==> src/hdl/pdpu_pkg.sv <==
package pdpu_pkg;

	localparam int LANES = 4;
	localparam int OPW = 17;
	localparam int PRODW = 2 * OPW;
	localparam int SUMW = PRODW + 2;
	localparam int VALW = 33;

	localparam logic [SUMW-1:0] ROUND_TERM = SUMW'(32'h0000_8000);

	typedef enum logic [2:0] {
		ACT_SUM16      = 3'd0,
		ACT_SUM16_PAIR = 3'd1,
		ACT_DIFF16     = 3'd2,
		ACT_RDIFF_SU16 = 3'd3,
		ACT_RSUM_SU16  = 3'd4,
		ACT_SU8X4      = 3'd5,
		ACT_U8X4       = 3'd6,
		ACT_INVALID    = 3'd7
	} action_t;

	typedef struct packed {
		action_t     action;
		logic [31:0] first_source;
		logic [31:0] second_source;
	} cmd_t;

	typedef struct packed {
		logic signed [VALW-1:0] dot_value;
		logic                   undefined_flag;
		logic                   valid_flag;
	} res_t;

endpackage

==> src/hdl/pdpu_lane.sv <==
module pdpu_lane
	import pdpu_pkg::*;
(
	input  logic                    clk,
	input  logic signed [OPW-1:0]   op_a,
	input  logic signed [OPW-1:0]   op_b,
	output logic signed [PRODW-1:0] prod_s1
);

	always_ff @(posedge clk) begin
		prod_s1 <= op_a * op_b;
	end

endmodule

==> src/hdl/pdpu_merge.sv <==
module pdpu_merge
	import pdpu_pkg::*;
(
	input  logic                    clk,
	input  logic                    arst_n,
	input  logic                    vld_s1,
	input  action_t                 action_s1,
	input  logic signed [PRODW-1:0] prod_s1 [LANES],
	output logic                    done,
	output res_t                    result
);

	logic signed [SUMW-1:0] p0, p1, p2, p3;
	logic signed [SUMW-1:0] sum_all;
	logic signed [SUMW-1:0] diff_hi_lo;
	logic signed [SUMW-1:0] mid;
	logic                   mid_ok;
	res_t                   res_d;
	res_t                   result_q;
	logic                   done_q;

	always_comb begin
		p0 = SUMW'(prod_s1[0]);
		p1 = SUMW'(prod_s1[1]);
		p2 = SUMW'(prod_s1[2]);
		p3 = SUMW'(prod_s1[3]);
		// unused lanes carry zero products in halfword modes
		sum_all = p0 + p1 + p2 + p3;
		diff_hi_lo = p1 - p0;
		mid = ((action_s1 == ACT_RDIFF_SU16) ? diff_hi_lo : sum_all) + ROUND_TERM;
		// intermediate fits signed 32 bits when the top bits all match
		mid_ok = (mid[SUMW-1:31] == '0) || (mid[SUMW-1:31] == '1);
	end

	always_comb begin
		res_d.dot_value = '0;
		res_d.undefined_flag = 1'b0;
		res_d.valid_flag = 1'b1;
		case (action_s1)
			ACT_SUM16, ACT_SUM16_PAIR, ACT_SU8X4, ACT_U8X4: begin
				res_d.dot_value = sum_all[VALW-1:0];
			end
			ACT_DIFF16: begin
				res_d.dot_value = diff_hi_lo[VALW-1:0];
			end
			ACT_RDIFF_SU16, ACT_RSUM_SU16: begin
				if (mid_ok) begin
					res_d.dot_value = {{(VALW-(SUMW-16)){mid[SUMW-1]}}, mid[SUMW-1:16]};
				end else begin
					res_d.undefined_flag = 1'b1;
				end
			end
			default: begin
				res_d.valid_flag = 1'b0;
			end
		endcase
	end

	always_ff @(posedge clk or negedge arst_n) begin
		if (!arst_n) begin
			done_q <= 1'b0;
		end else begin
			done_q <= vld_s1;
		end
	end

	always_ff @(posedge clk) begin
		result_q <= res_d;
	end

	assign done = done_q;
	assign result = result_q;

endmodule

==> src/hdl/packed_dot_product_unit.sv <==
// Packed dot product unit.
//
// Command channel: drive cmd and raise start for one cycle; the command
// transfers at the rising edge where start is high and busy is low. busy is
// held low, so a new command may transfer in every cycle.
//
// Result channel: done pulses for exactly one cycle with result valid in
// that cycle. The receiver cannot stall; it must take the transfer then.
//
// A command reaches done through the stage registers; throughput is one
// item per cycle. Four multiplier lanes form the element products in the
// first stage (two lanes in halfword modes, all four in byte modes), and the
// merge stage adds, subtracts and rounds them in the second.
//
// Reset clears the pipeline valid bits; commands in flight are dropped and
// no done pulse appears until a new command transfers.
module packed_dot_product_unit
	import pdpu_pkg::*;
(
	input  logic clk,
	input  logic arst_n,
	input  logic start,
	output logic busy,
	input  cmd_t cmd,
	output logic done,
	output res_t result
);

	logic signed [OPW-1:0]   op_a [LANES];
	logic signed [OPW-1:0]   op_b [LANES];
	logic signed [PRODW-1:0] prod_s1 [LANES];
	logic                    vld_s1;
	action_t                 action_s1;
	logic                    byte_mode;
	logic                    b_signed;
	logic                    a_byte_signed;

	assign busy = 1'b0;

	always_comb begin
		byte_mode = cmd.action inside {ACT_SU8X4, ACT_U8X4};
		b_signed = cmd.action inside {ACT_SUM16, ACT_SUM16_PAIR, ACT_DIFF16};
		a_byte_signed = (cmd.action == ACT_SU8X4);
		for (int i = 0; i < LANES; i++) begin
			if (byte_mode) begin
				op_a[i] = {{(OPW-8){a_byte_signed & cmd.first_source[8*i+7]}},
					cmd.first_source[8*i +: 8]};
				op_b[i] = {{(OPW-8){1'b0}}, cmd.second_source[8*i +: 8]};
			end else if (i < 2) begin
				op_a[i] = {cmd.first_source[16*i+15], cmd.first_source[16*i +: 16]};
				op_b[i] = {b_signed & cmd.second_source[16*i+15],
					cmd.second_source[16*i +: 16]};
			end else begin
				op_a[i] = '0;
				op_b[i] = '0;
			end
		end
	end

	for (genvar g = 0; g < LANES; g++) begin : g_lane
		pdpu_lane u_lane (
			.clk     (clk),
			.op_a    (op_a[g]),
			.op_b    (op_b[g]),
			.prod_s1 (prod_s1[g])
		);
	end

	always_ff @(posedge clk or negedge arst_n) begin
		if (!arst_n) begin
			vld_s1 <= 1'b0;
		end else begin
			vld_s1 <= start && !busy;
		end
	end

	always_ff @(posedge clk) begin
		action_s1 <= cmd.action;
	end

	pdpu_merge u_merge (
		.clk       (clk),
		.arst_n    (arst_n),
		.vld_s1    (vld_s1),
		.action_s1 (action_s1),
		.prod_s1   (prod_s1),
		.done      (done),
		.result    (result)
	);

endmodule

==> config.mk <==
export PLATFORM = sky130hd
export DESIGN_NAME = packed_dot_product_unit
export DESIGN_NICKNAME = d
export VERILOG_FILES = /design/src/hdl/pdpu_pkg.sv /design/src/hdl/pdpu_lane.sv /design/src/hdl/pdpu_merge.sv /design/src/hdl/packed_dot_product_unit.sv
export SDC_FILE = /design/constraint.sdc
export NUM_CORES = 2
export LEC_CHECK = 0
export BUFFER_PORTS_ARGS = -buffer_cell sky130_fd_sc_hd__buf_2
export CAP_MARGIN = 5
export CORE_ASPECT_RATIO = 0.75
export CORE_MARGIN = 1.5
export CORE_UTILIZATION = 40
export DETAILED_ROUTE_END_ITERATION = 8
export MAX_ROUTING_LAYER = met4
export SLEW_MARGIN = 20
export SYNTH_ARGS = -nofsm -noshare
export SYNTH_HDL_FRONTEND = slang
export SYNTH_SLANG_ARGS = --single-unit
==> constraint.sdc <==
create_clock -name clk -period 13.26 [get_ports clk]
set_input_delay 1.326 -clock clk [delete_from_list [all_inputs] [get_ports clk]]
set_output_delay 1.326 -clock clk [all_outputs]
set_load 0.05 [all_outputs]
==> results.sh <==
export IMPL_status="complete, no violations"
export IMPL_maxSlewHeadroom_pct=26.97
export IMPL_critPathCapture="g_lane[1].u_lane.prod_s1[33]$_DFF_P_"
export IMPL_timing_rr_end="u_merge.result[2]$_DFF_P_"
export IMPL_num_nets_final=5478
export IMPL_grt_max_degree=72
export IMPL_synthFlopType="dfxtp_1"
export IMPL_tritoncts="yes"
export IMPL_finalSetupViolCount=0
export IMPL_cts_sinks=160
export IMPL_cp_max_fo=53
export IMPL_fillCellCount=9383
export IMPL_yosys_area_top_type="fa_1"
export IMPL_via_count=29185
export IMPL_io_buffers=105
export IMPL_clock_skew_ns=0.02639
export IMPL_hold_buffers=0
export IMPL_final_antenna_net_count=0
export IMPL_syn_area_sq_mm=0.03811
export IMPL_syn_area_per_cell_sq_um=8.790
export IMPL_hold_class="reg2reg"
export IMPL_postLayoutCoreUtil_pct=42.92
export IMPL_drc=0
export IMPL_avgViaCountPerCell=5.235
export IMPL_fin_area_sq_mm=0.04032
export IMPL_synthDistinctLibCells=92
export IMPL_syn_num_nets=5492
export IMPL_synth_top_area_share_pct=40.34
export IMPL_die_x_um=359.4
export IMPL_cts_resized=0
export IMPL_area_growth_pct=5.778
export IMPL_synthCells=4336
export IMPL_drv_slew=0
export IMPL_reg2regPathDepth=19
export IMPL_crit_required_ns=13.65
export IMPL_core_area_sq_mm=0.09394
export IMPL_setup_tns_final_ns=0
export IMPL_post_route_min_period_ns=9.437
export IMPL_startpoint="cmd[65]"
export IMPL_dr_pass1_iters=5
export IMPL_instances_no_fill=5575
export IMPL_dpl_cell_area_sq_mm=0.03973
export IMPL_worstSetupStartpointType="input port"
export IMPL_antenna_found_initial=9
export IMPL_max_freq_mhz=106.0
export IMPL_post_route_period_util_pct=71.17
export IMPL_ys_seq_elements=160
export IMPL_grt_pass1_vias=29519
export IMPL_synth_area_leaders="fa_1 40%, ha_1 10%, inv_1 9.8%"
export IMPL_critPathKind="in2reg"
export IMPL_grt_util_all_layers_pct=24.16
export IMPL_crit_path_end_kind="flip-flop"
export IMPL_post_cts_buffers=0
export IMPL_reg2reg_from="g_lane[1].u_lane.prod_s1[1]$_DFF_P_"
export IMPL_h_tree_depth=4
export IMPL_die_y_um=270.3
export IMPL_cts_buffer_depth=2
export IMPL_synth_warnings=0
export IMPL_dieArea_sq_mm=0.09716
export IMPL_gp_congestion=0.9770
export IMPL_cts_made_buffers=17
export IMPL_wire_per_inst_um=20.02
export IMPL_wirelength_um=111600
export IMPL_drive_gt1_share_pct=4.544
export IMPL_dr_first_iter_drc_count=2666
export IMPL_rsz0062_at_grt="no"
export IMPL_clk_latency_ns=0.47
export IMPL_synth_most_common_cell="inv_1"
export IMPL_cts_root_buf="clkbuf_16"
export IMPL_clk_pin_slew_ns=0.07
export IMPL_synth_common_cells="995 x inv_1, 768 x fa_1, 444 x nand2_1"
export IMPL_ys_async_sr_fraction_pct=1.250
export IMPL_rows=97
export IMPL_tightest_slew_ns=1.065
export IMPL_dp_cells=5540
export IMPL_drv_cap=0
export IMPL_r2r_setup_slack_ns=7.12
export IMPL_crit_arrival_ns=9.83
export IMPL_num_io_pins=107
export IMPL_synth_edff_count=0
export IMPL_grt_pass1_wl_um=175900
export IMPL_yosysSeqAreaShare_pct=8.430
export IMPL_start_util_pct=40.57
export IMPL_finalHoldViolCount=0
export IMPL_grt_overflow_total=0
export IMPL_hpwlAfterDp_um=95830
==> cell type report <==
class                      count  area (sq um)  share of cell area (%)
clock buffer                  17         425.4                   1.055
antenna                        3         7.507                 0.01862
tap                         1237          1548                   3.839
timing repair buffer         119         630.6                   1.564
inverter                     995          3735                   9.264
multi-input combinational   3029         30600                   75.91
clock inverter                15         153.9                  0.3817
sequential                   160          3213                   7.970
==> worst max-delay path, stage by stage <==
cell and delay, ns:
buf_2 0.22, nor2b_1 0.47, o21a_4 0.61, buf_4 0.55, nand2_1 0.11, nand2_1 0.43, nand2_1 0.15, fa_1 0.54
inv_1 0.06, fa_1 0.47, fa_1 0.51, inv_1 0.06, fa_1 0.52, fa_1 0.50, inv_1 0.05, fa_1 0.43
ha_1 0.34, a21o_1 0.19, a21o_1 0.21, a21oi_1 0.12, o21ai_0 0.18, a21boi_0 0.23, o21ai_0 0.17, o41ai_1 0.69
o211a_1 0.26, o21bai_1 0.07, a21oi_1 0.17, xnor2_1 0.13
==> registers in the layout (all words and copies together), names as in the netlist <==
signal,flops
action_s1,3
g_lane.u_lane.prod_s1,120
u_merge.done,1
u_merge.result,35
vld_s1,1
==> how the worst min path moves through the flow <==
stage,depth (start not counted),end,startpoint,slack (ns)
2_1_floorplan,0,u_merge.done$_DFF_PN0_,vld_s1$_DFF_PN0_,0.33
4_1_cts,0,u_merge.done$_DFF_PN0_,vld_s1$_DFF_PN0_,0.35
5_1_grt,0,u_merge.done$_DFF_PN0_,vld_s1$_DFF_PN0_,0.37
6_report,0,u_merge.done$_DFF_PN0_,vld_s1$_DFF_PN0_,0.35
3_5_place_dp,0,u_merge.done$_DFF_PN0_,vld_s1$_DFF_PN0_,0.34
3_3_place_gp,0,u_merge.done$_DFF_PN0_,vld_s1$_DFF_PN0_,0.34
==> cells in the final DEF (no fill, tap or decap), types with 96 or more instances in the layout <==
cell type / instances
inv_1: 995
fa_1: 768
nand2_1: 444
ha_1: 318
and3_1: 214
nor2_1: 201
dfxtp_1: 158
a21oi_1: 135
buf_2: 105
o21ai_0: 101
xnor2_1: 101
and2_1: 96
==> metal layers <==
metal | track usage [%] | wire length (um) | vias to the layer above
li1 | - | - | 13497
met2 | 32.52 | 43730 | 1032
met3 | 4.837 | 9907 | 60
met4 | 2.554 | 920 | 0
met5 | - | 0 | -
met1 | 37.85 | 57020 | 14596
==> stage by stage <==
step	setup slack, ns	hold slack, ns
after floorplan	4.842	0.3312
after global placement	3.470	0.3360
after detailed placement	3.405	0.3370
after CTS	3.856	0.3543
after global routing	3.291	0.3696
final	3.823	0.3510
==> cells by family (layout without fill, tap and decap cells) <==
kind of cell	Yosys count	count (layout)	synth area share [%]
adders and majority gates	1086	1086	50.78
AOI/OAI and AO/OA	551	551	9.858
DFF	160	160	8.430
xor gates and xnor gates	138	138	3.171
and+or+nand+nor	1226	1226	15.68
other	1	4	0.009839
buffers and inverters	1147	1146	11.36
muxes	27	27	0.7124
Power is left out: the tool's default activity adds up to more than one toggle a clock period on the data nets, which glitch-free logic cannot reach.
